--- config.mk ---
export PLATFORM = sky130hd
export DESIGN_NAME = nftp_fifo
export DESIGN_NICKNAME = d
export VERILOG_FILES = /design/src/nftp_fifo.sv
export SDC_FILE = /design/constraint.sdc
export NUM_CORES = 1
export LEC_CHECK = 0
export ABC_AREA = 1
export BUFFER_PORTS_ARGS = -buffer_cell sky130_fd_sc_hd__buf_2
export CORE_MARGIN = 2
export CORE_UTILIZATION = 35
export DETAILED_ROUTE_END_ITERATION = 10
export GPL_TIMING_DRIVEN = 1
export HOLD_SLACK_MARGIN = 0.08
export PLACE_DENSITY = 0.54
export SLEW_MARGIN = 20
export SYNTH_ARGS = -nofsm -noshare
export SYNTH_HDL_FRONTEND = slang
export SYNTH_SLANG_ARGS = --single-unit
--- constraint.sdc ---
create_clock -name clock -period 3.4 [get_ports clock]
set_input_delay 0.17 -clock clock [delete_from_list [all_inputs] [get_ports clock]]
set_output_delay 0.17 -clock clock [all_outputs]
set_load 0.02 [all_outputs]
--- src/nftp_fifo.sv ---
`timescale 1ns / 1ps
// Small synchronous FIFO in flip-flops; head word read straight from storage.
// No dependencies.
module nftp_fifo #(
   parameter int WIDTH = 8,
   parameter int DEPTH = 4
) (
   input  logic             clock,
   input  logic             reset,
   input  logic             push,
   input  logic [WIDTH-1:0] push_data,
   output logic             full,
   input  logic             pop,
   output logic [WIDTH-1:0] pop_data,
   output logic             empty
);

   localparam int PtrW = $clog2(DEPTH);
   localparam int CntW = $clog2(DEPTH + 1);

   logic [WIDTH-1:0] mem_ff [DEPTH];
   logic [PtrW-1:0]  wr_ptr_ff, wr_ptr_in;
   logic [PtrW-1:0]  rd_ptr_ff, rd_ptr_in;
   logic [CntW-1:0]  count_ff, count_in;
   logic             do_push, do_pop;

   assign full     = (count_ff == CntW'(DEPTH));
   assign empty    = (count_ff == '0);
   assign do_push  = push && !full;
   assign do_pop   = pop && !empty;
   assign pop_data = mem_ff[rd_ptr_ff];

   always_comb begin
      wr_ptr_in = wr_ptr_ff;
      rd_ptr_in = rd_ptr_ff;
      count_in  = count_ff;
      if (do_push) begin
         wr_ptr_in = (wr_ptr_ff == PtrW'(DEPTH - 1)) ? '0 : wr_ptr_ff + 1'b1;
      end
      if (do_pop) begin
         rd_ptr_in = (rd_ptr_ff == PtrW'(DEPTH - 1)) ? '0 : rd_ptr_ff + 1'b1;
      end
      if (do_push && !do_pop) begin
         count_in = count_ff + 1'b1;
      end else if (do_pop && !do_push) begin
         count_in = count_ff - 1'b1;
      end
   end

   always_ff @(posedge clock) begin
      if (reset) begin
         wr_ptr_ff <= '0;
         rd_ptr_ff <= '0;
         count_ff  <= '0;
      end else begin
         wr_ptr_ff <= wr_ptr_in;
         rd_ptr_ff <= rd_ptr_in;
         count_ff  <= count_in;
      end
   end

   always_ff @(posedge clock) begin
      if (do_push) begin
         mem_ff[wr_ptr_ff] <= push_data;
      end
   end

endmodule

==> impl_metrics.py <==
metrics = {
    "run_status": {
        "status": "finished clean",
    },
    "logic_synthesis": {
        "synth-simple-area-share_pct": 12.09,
        "synthAdderAreaFrac_pct": 5.605,
        "synth.top_cells.by_area": "edfxtp_1 (57%), dfxtp_1 (11%), nor2_1 (7.3%)",
        "synth_cells": 147,
        "synth_compound_area_share_pct": 9.218,
        "syn_area_per_cell_sq_um": 11.54,
        "synthMuxAreaShare_pct": 0,
        "syn_area_sq_um": 1697,
        "syn-num-nets": 166,
        "yosys.area.top_type": "edfxtp_1",
        "seq_area_frac_synth_pct": 67.26,
        "yosysWarnings": 0,
        "yosysUniqueCellTypes": 19,
        "synth_top_family_by_area": "simple AND/OR/NAND/NOR gates",
        "synthXorXnorAreaFrac_pct": 0.5162,
        "yosys_register_bits": 41,
        "synth.top_cell.area_share_pct": 56.64,
    },
    "worst_hold_path": {
        "hold_depth": 1,
        "hold_end": "mem_ff[2][1]$_DFFE_PP_",
        "hp-start": "push_data[1]",
        "hold_path_class": "input port to register",
    },
    "finish": {
        "fillers": 473,
        "final_layout_size_suffix_gt1_share_pct": 19.32,
        "fin_cells": 230,
        "final_common_cell": "nor2_1",
        "antennaDiodeCount": 0,
        "mostFrequentLayoutCells": "nor2_1 (33), edfxtp_1 (32), buf_2 (21)",
        "final_nets": 194,
        "syn_to_final_growth_pct": 15.04,
    },
    "setup_path": {
        "startpoint_type": "register",
        "cp.required_ns": 3.23,
        "r2r-end": "count_ff[2]$_SDFFE_PP0P_",
        "rr_startpoint": "count_ff[0]$_SDFFE_PP0P_",
        "worstPathArrival_ns": 1.82,
        "crit_type": "register to output pin",
        "end_kind": "output pin",
        "rr_worst_depth": 12,
        "rrSetupSlack_ns": 1.56,
        "crit_fanout": 17,
    },
    "grt": {
        "overflow": 0,
        "antenna_found_initial": 0,
        "grt_max_degree": 18,
        "grt_pass1_wl_mm": 4.905,
        "grt_pass1_vias": 1071,
        "grt_usage_pct": 12.45,
    },
    "sta": {
        "rsz0062_at_grt": "no",
        "hold_viol_final": 0,
        "clock_skew_ns": 0.006832,
        "slew_viol_final": 0,
        "setup_tns_ns": 0,
        "post-route-min-period_ns": 1.989,
        "maxSlewHeadroom_pct": 46.57,
        "setup_viol": 0,
        "min_period_over_period_pct": 58.50,
        "clock.fmax_ghz": 0.5028,
        "tightest_slew_ns": 0.7985,
    },
    "power_and_ir_drop": {
        "seqPwrFrac_pct": 46.4,
        "cellPowerDensity_nw_per_um2": 758.7,
        "clkPwrFrac_pct": 20.3,
        "power.internal_w": 0.0009342,
        "ir_worst_vdd_mv": 0.3059,
        "pwr-share-comb_pct": 33.3,
        "p_leak_nw": 0.7889,
        "p_sw_share_pct": 36.91,
        "switchingPower_w": 0.0005466,
    },
    "placed_design": {
        "port_buffers": 21,
        "placed_cells_incl_taps": 220,
        "finalWeightedCongestion": 0.7684,
        "post-dp-hpwl_mm": 2.072,
    },
    "drt": {
        "ant_nets": 0,
        "firstDrtPassIters": 4,
        "post_drt_wl_per_cell_microns": 12.93,
        "finalWirelength_mm": 2.974,
        "routedLengthMet1_mm": 1.313,
        "vias_per_cell": 4.757,
        "met2_length_mm": 1.461,
        "topRoutingLayerUsed": "met4",
        "route.met3.wl_microns": 159,
        "remaining_drc_errors": 0,
        "drt_iter0_drc": 66,
        "num_vias": 1094,
    },
    "floorplan": {
        "core_region_area_sq_um": 4692,
        "start_util_pct": 36.16,
        "die-height_microns": 73.63,
        "die_w_microns": 73.63,
        "rows": 25,
        "dieArea_sq_um": 5421,
        "io_pins": 22,
    },
    "clocking": {
        "clk_path_buf_depth": 2,
        "cts_tree": "done",
        "post-cts-setup-buffers": 0,
        "cts_root_buffer": "clkbuf_8",
        "numCtsBuffers": 5,
        "clock_latency_ns": 0.29,
        "clock_sinks": 41,
        "cts_hold_repair.buffers": 1,
        "ctsResizeCount": 0,
        "h-tree-depth": 2,
        "clkTransAtPathRegs_ns": 0.08,
    },
    "run": {
        "drv_cap": 0,
    },
}
-- worst max-delay path, cell delays in order (launching register included) --
cell     delay (ns)
dfxtp_1        0.72
inv_2          0.28
o21ai_0        0.24
o22ai_1        0.12
buf_2          0.17
-- registers in the layout, summed over array words and instances (netlist names), named ones only --
register / flops
mem_ff: 32
count_ff: 3
rd_ptr_ff: 2
wr_ptr_ff: 2
-- per-stage QoR --
| step | area (sq um) | setup slack (ns) | hold slack (ns) | util (%) | power (W) |
|---|---|---|---|---|---|
| finish | 1952 | 1.411 | 0.09620 | 41.60 | 0.001481 |
| global route | 1952 | 1.222 | 0.08077 | 41.60 | 0.001603 |
| CTS | 1942 | 1.386 | 0.08777 | 41.39 | 0.001500 |
| detailed placement | 1847 | 1.584 | 0.3451 | 39.36 | 0.001198 |
| global placement | 1847 | 1.625 | 0.3449 | 39.36 | 0.001177 |
| floorplan | 1697 | 1.710 | 0.2424 | - | 0.001050 |
-- synthesized netlist by cell type --
| cell type | instances |
|---|---|
| o22ai_1 | 8 |
| edfxtp_1 | 32 |
| dfxtp_1 | 9 |
| inv_2 | 1 |
| nand4_1 | 1 |
| a21oi_1 | 2 |
| o21ai_1 | 1 |
| o21ai_0 | 13 |
| fa_1 | 1 |
| nand2_1 | 13 |
| nand3_1 | 1 |
| xor2_1 | 1 |
| ha_1 | 6 |
| nor2_1 | 33 |
| nand2_2 | 1 |
| buf_6 | 2 |
| nand3b_1 | 2 |
| o21ai_2 | 3 |
| inv_1 | 17 |
-- layout make-up --
| type | instances | area (sq um) | share of cell area [%] |
|---|---|---|---|
| clock buffer | 5 | 68.82 | 3.526 |
| clock inverter | 3 | 16.27 | 0.8333 |
| inverter | 18 | 67.56 | 3.462 |
| multi-input combinational | 86 | 465.4 | 23.85 |
| sequential | 41 | 1141 | 58.46 |
| tap | 54 | 67.56 | 3.462 |
| timing repair buffer | 23 | 125.1 | 6.410 |
-- per-layer routing --
metal / track usage [%] / up-vias
li1: - / 554
met4: 4.242 / 0
met1: 15.49 / 512
met5: 0 / -
met3: 4.527 / 4
met2: 20.04 / 24
-- worst max-delay path by stage --
stage | startpoint | end | slack, ns | cells past startpoint
3_5_place_dp | count_ff[0]$_SDFFE_PP0P_ | count_ff[2]$_SDFFE_PP0P_ | 1.58 | 13
4_1_cts | register | pop_data[3] | 1.39 | 4
2_1_floorplan | count_ff[1]$_SDFFE_PP0P_ | count_ff[1]$_SDFFE_PP0P_ | 1.71 | 9
5_1_grt | register | pop_data[3] | 1.22 | 4
3_3_place_gp | count_ff[1]$_SDFFE_PP0P_ | count_ff[1]$_SDFFE_PP0P_ | 1.63 | 9
6_report | register | pop_data[3] | 1.41 | 4
-- logic make-up (layout without fill, tap and decap cells) --
kind of cell | count (synthesis) | after routing
simple gates | 51 | 51
fa+ha+maj | 7 | 7
buf+inv | 20 | 49
xor+xnor | 1 | 1
compound gates | 27 | 27
flops | 41 | 41
-- power groups by stage --
stage | Clock, W | Sequential [W] | Combinational, W
2_1_floorplan | 0 | 0.000671 | 0.000379
3_3_place_gp | 0 | 0.000697 | 0.000480
3_5_place_dp | 0 | 0.000701 | 0.000497
4_1_cts | 0.000311 | 0.000690 | 0.000500
5_1_grt | 0.000336 | 0.000700 | 0.000568
6_report | 0.000301 | 0.000687 | 0.000493
No activity file was read; power rests on OpenSTA's default activity.
