==> src/nftp_pkg.sv <==
`timescale 1ns / 1ps
// Shared types, widths and codes for the nearest texel fetch block.
// No dependencies; nftp_front, nftp_back and the top level import this package.
package nftp_pkg;

   localparam int DEF_IMAGE_BYTES     = 65536;
   localparam int DEF_PALETTE_ENTRIES = 256;
   localparam int DEF_FRACTION_BITS   = 8;

   localparam int FUNC_W   = 2;
   localparam int ADDR_W   = 16;
   localparam int PIDX_W   = 8;
   localparam int WORD_W   = 32;
   localparam int COORD_W  = 24;
   localparam int POS_W    = 13;
   localparam int PITCH_W  = 15;
   localparam int FMT_W    = 3;
   localparam int ROW_W    = POS_W + PITCH_W;
   localparam int OFF_W    = POS_W + 2;
   localparam int REQ_DW   = 104;
   localparam int CSR_AW   = 5;
   localparam int CSR_DW   = 32;
   localparam int RSP_W    = WORD_W + 1;

   localparam int Q_DEPTH   = 4;
   localparam int OUT_DEPTH = 8;

   // register indexes (paddr[4:2])
   localparam logic [2:0] REG_PIXEL_FORMAT  = 3'd0;
   localparam logic [2:0] REG_IMAGE_WIDTH   = 3'd1;
   localparam logic [2:0] REG_IMAGE_HEIGHT  = 3'd2;
   localparam logic [2:0] REG_ROW_PITCH     = 3'd3;
   localparam logic [2:0] REG_PALETTE_VALID = 3'd4;

   localparam logic [FMT_W-1:0] FMT_BGRA32 = 3'd0;
   localparam logic [FMT_W-1:0] FMT_PAL8   = 3'd1;
   localparam logic [FMT_W-1:0] FMT_PAL4   = 3'd2;
   localparam logic [FMT_W-1:0] FMT_PAL1   = 3'd3;

   typedef enum logic [FUNC_W-1:0] {
      KIND_IMG_WRITE = 2'd0,
      KIND_PAL_WRITE = 2'd1,
      KIND_SAMPLE    = 2'd2,
      KIND_NOP       = 2'd3
   } nftp_kind_type;

   typedef enum logic [2:0] {
      MODE_BGRA = 3'd0,
      MODE_PAL8 = 3'd1,
      MODE_PAL4 = 3'd2,
      MODE_PAL1 = 3'd3,
      MODE_BAD  = 3'd4
   } nftp_mode_type;

   typedef struct packed {
      logic [FMT_W-1:0]   pixel_format;
      logic [POS_W-1:0]   image_width;
      logic [POS_W-1:0]   image_height;
      logic [PITCH_W-1:0] row_pitch;
      logic               palette_valid;
   } nftp_cfg_type;

   typedef struct packed {
      nftp_kind_type      kind;
      nftp_mode_type      mode;
      logic [POS_W-1:0]   x_pos;
      logic [POS_W-1:0]   y_pos;
      logic [ADDR_W-1:0]  mem_address;
      logic [PIDX_W-1:0]  pal_index;
      logic [WORD_W-1:0]  write_data;
   } nftp_item_type;

endpackage

==> src/nftp_front.sv <==
`timescale 1ns / 1ps
// Front end: takes requests, classifies them, rounds and clamps coordinates.
// Depends on nftp_pkg; feeds the request queue.
module nftp_front import nftp_pkg::*; #(
   parameter int FRACTION_BITS = DEF_FRACTION_BITS
) (
   input  nftp_cfg_type        cfg,
   input  logic                req_tvalid,
   output logic                req_tready,
   input  logic [REQ_DW-1:0]   req_tdata,
   input  logic [FUNC_W-1:0]   req_tuser,
   input  logic                q_full,
   output logic                q_push,
   output nftp_item_type       q_item
);

   localparam logic [COORD_W:0] Half = (COORD_W + 1)'((1 << FRACTION_BITS) >> 1);

   logic signed [COORD_W-1:0] x_coord, y_coord;
   nftp_mode_type             mode;

   // round half up, then clamp to [0, size-1]; size 0 acts as 1
   function automatic logic [POS_W-1:0] round_clamp(input logic [COORD_W-1:0] coord,
                                                    input logic [POS_W-1:0]   size);
      logic [COORD_W:0]   biased;
      logic [COORD_W-1:0] whole;
      logic [POS_W-1:0]   lim;
      logic [POS_W-1:0]   res;
      biased = {coord[COORD_W-1], coord} + Half;
      whole  = biased[COORD_W-1:0] >> FRACTION_BITS;
      lim    = (size == '0) ? '0 : size - 1'b1;
      if (biased[COORD_W]) begin
         res = '0;
      end else if (whole > COORD_W'(lim)) begin
         res = lim;
      end else begin
         res = POS_W'(whole);
      end
      return res;
   endfunction

   assign x_coord = $signed(req_tdata[79:56]);
   assign y_coord = $signed(req_tdata[103:80]);

   always_comb begin
      unique case (cfg.pixel_format)
         FMT_BGRA32: mode = MODE_BGRA;
         FMT_PAL8:   mode = cfg.palette_valid ? MODE_PAL8 : MODE_BAD;
         FMT_PAL4:   mode = cfg.palette_valid ? MODE_PAL4 : MODE_BAD;
         FMT_PAL1:   mode = cfg.palette_valid ? MODE_PAL1 : MODE_BAD;
         default:    mode = MODE_BAD;
      endcase
   end

   always_comb begin
      q_item.kind        = nftp_kind_type'(req_tuser);
      q_item.mode        = mode;
      q_item.x_pos       = round_clamp(x_coord, cfg.image_width);
      q_item.y_pos       = round_clamp(y_coord, cfg.image_height);
      q_item.mem_address = req_tdata[15:0];
      q_item.pal_index   = req_tdata[23:16];
      q_item.write_data  = req_tdata[55:24];
   end

   assign req_tready = !q_full;
   // no-operation requests are dropped here
   assign q_push     = req_tvalid && !q_full && (q_item.kind != KIND_NOP);

endmodule

==> config.mk <==
export PLATFORM = sky130hd
export DESIGN_NAME = nftp_front
export DESIGN_NICKNAME = d
export VERILOG_FILES = /design/src/nftp_pkg.sv /design/src/nftp_front.sv
export SDC_FILE = /design/constraint.sdc
export NUM_CORES = 1
export LEC_CHECK = 0
export BUFFER_PORTS_ARGS = -buffer_cell sky130_fd_sc_hd__buf_2
export CAP_MARGIN = 20
export CORE_AREA = 2 2 93 95
export DETAILED_ROUTE_END_ITERATION = 10
export DIE_AREA = 0 0 95 97
export PLACE_DENSITY = 0.82
export SYNTH_ARGS = -nofsm -noshare
export SYNTH_HDL_FRONTEND = slang
export SYNTH_SLANG_ARGS = --single-unit
==> constraint.sdc <==
create_clock -name vclk -period 6.7
set_input_delay 0.67 -clock vclk [all_inputs]
set_output_delay 0.67 -clock vclk [all_outputs]
set_load 0.05 [all_outputs]
==> results.md <==
- The wire length reported by the detailed router is 6430 microns.
- Counting every net in the synthesized netlist gives 550.
- The boundary pin count is 242.
- The critical path starts at cfg[35].
- For this run, the number of Yosys warnings is 0.
- Setup repair after global routing left no endpoint under its margin.
- Post-CTS repair changed the size of 0 cells.
- The number of diodes added for antenna fixing is 0.
- Synthesis handed over a netlist of approximately 370 instances.
- In this run the worst hold path is classified as primary input to output port.
- In the finished design the tool counted flip-flops and latches totalling 0.
- The horizontal die dimension is 95 microns.
- The leading cell type in the layout, fill and taps excluded is buf_2.
- The via count of the first global-routing pass is 2540.
- Post-CTS timing repair inserted 0 buffers for setup.
- The chip height is 97 microns.
- The number of routed nets with antenna violations is 0.
- The average instance in the mapped netlist occupies roughly 6.9 sq um.
- The core region is 0.00813 sq mm.
- Using the TritonRoute via totals, the vias-per-cell ratio works out to 5.21.
- Entering global routing, the biggest net connects 27 pins.
- The critical path goes through buf_2 -> or4_4 -> nor4_4 -> nand3_1 -> nand2_1 -> ha_1 -> a21o_1 -> a21oi_1 -> o211ai_1 -> o31a_1 -> a211oi_4 -> a21oi_1 -> a211oi_1 -> buf_2.
- For this run, the post-layout net count is 589.
- The area growth from synthesis to layout is 6.38%.
- The critical path class is primary input to output port.
- The longest individual stage delay on the worst path is 0.78 ns.
- The final cell count without fillers is 509.
- The die covers roughly 0.0092 sq mm.
- The wire length of the first global-routing pass is 10200 microns.
- After detailed routing, the average wire length per cell comes to 12.6 microns.
- The layout has 0 clock buffers.
- Once placement completed, the tool counted placed cells totaling ~510.
- The final period utilization is 0.782.
- In the routed design, unresolved DRC markers number 0.
- The initial core utilization is 0.311.
- For this run, the share of the core covered by cells in the final layout is 0.331.
- The share of synthesized area in the top cell type comes to 0.175.
- Measured against its own limit, the worst slew margin works out to 0.385.
- Along the worst hold path, the cell count comes to 0.
- The final hold violation count is 0.
- The required time of the critical path is just over 6 ns.
- The via total after detailed routing is 2650.
- The static power due to leakage is 1.29 nW.
- Max-cap violations in this run came to 0.
- The startpoint type of the worst setup path is a primary input.
- The biggest area contributor in the post-synthesis netlist is buf_4.
- The sequential-to-total area share from yosys stat is 0.
- The highest achievable clock rate is 191 MHz.
- The first-pass iteration count of the detailed router is 4.
- The number of antenna violations at the first check in global routing is 0.
- The run finished with clean final reports.
- For the pin with the worst max-slew slack, the measured transition is 0.919 ns.
- Leaving out fill and tap cells, the most frequent cells in the layout are buf_2 (101), nand2_1 (46), nor2_1 (36).
- The worst vdd rail ir drop is 0.0404 mV.
- The sum of net half-perimeters after detailed placement is around 5700 microns.
- For this run the aggregate overflow at the end of global routing stands at 0.
- The number of hold buffers added after CTS is 0.
- The start point of the worst hold path is req_tdata[42].
- After synthesis the cells add up to around 0.0025 sq mm.
- The minimum clock period after layout is between 5 and 6 ns.
- The number of endpoints failing setup at the final stage is 0.
- Counting distinct cell types in the post-synthesis netlist gives 48.
- Routability-driven placement finished with a final weighted congestion of 0.906.
- In the global route stage, overall resource usage came out at 0.127.
- Input and output buffers added on the ports amount to 101.
- For this design the ratio of total power to cell area is 76.9 mW/mm^2.
- In this run the worst path has a maximum fanout of 26.
- The category of the worst setup path capture point is an output port.
- The initial detailed-routing violation count is 43.
- In this run the core area contains 33 standard-cell rows.
- The number of pins exceeding their max-slew limit in the final report is 0.
- The cell type of the slowest stage on the worst timing path is a211oi_4.
- Setup total negative slack on the finished layout was measured at 0 ns.
- The share of cells above drive strength 1 is 0.295.
- In the final layout, flip-flops and latches occupy 0 sq um.
- After synthesis, the cell types taking the most area are buf_4 (18%), ha_1 (15%), xor2_1 (7.3%), nand2_1 (6.8%), xnor2_1 (6.6%).
- The data arrival time of the critical path is 4.57 ns.
report_power, final:
| group | switching (mW) | internal, mW | leakage (nW) |
|---|---|---|---|
| Sequential | 0 | 0 | 0 |
| Clock | 0 | 0 | 0 |
| Combinational | 0.136 | 0.0713 | 1.29 |
per-stage QoR:
step                      hold WS (ns)  cell area (sq um)  worst slack, ns  total power [mW]
final                             1.34               2690             1.46             0.207
after global routing              1.34               2690             1.19             0.226
after CTS                         1.34               2690             1.48             0.207
after detailed placement          1.34               2690             1.49             0.206
after global placement            1.34               2690             1.52             0.201
after floorplan                   1.51               2530             1.47             0.233
cells by family after synthesis:
logic type	Yosys count	share of synthesized area
simple gates	159	0.325
buf+inv	77	0.209
compound gates	57	0.160
xor+xnor	40	0.138
fa+ha+maj	30	0.148
mux	4	0.0198
critical path, delay by kind of cell:
family          cells  cell delay [ns]
simple gates        4             1.26
compound gates      7             1.95
fa+ha+maj           1             0.25
buf+inv             2             0.43
synthesized netlist by cell type, types with 4 or more instances:
master	count
and3_1	4
inv_1	12
nor3_1	7
ha_1	30
nor2_1	36
a211oi_1	12
o31ai_1	11
a21oi_1	15
nand4_1	10
xnor2_1	19
nor4_1	7
buf_4	59
nand3_1	19
xor2_1	21
nand2_1	46
cell type report:
type / instances / area, sq um
multi-input combinational: 290 / 2000
inverter: 12 / 45.0
tap: 105 / 131
timing repair buffer: 102 / 513
fill: 887 / 5440
path summary, 6_finish.rpt:
path	endpoint	slack, ns
setup / recovery	q_item[78]	1.46
hold / removal	q_item[18]	1.34
layer usage:
metal | global-route usage | up-vias | share of wire
li1 | - | 1320 | -
met1 | 0.136 | 1190 | 0.39
met2 | 0.252 | 126 | 0.50
met3 | 0.0234 | 14 | 0.099
met4 | 0.0245 | 0 | 0.014
met5 | 0 | - | 0
Note: power is estimated with default switching activity, not from simulation.
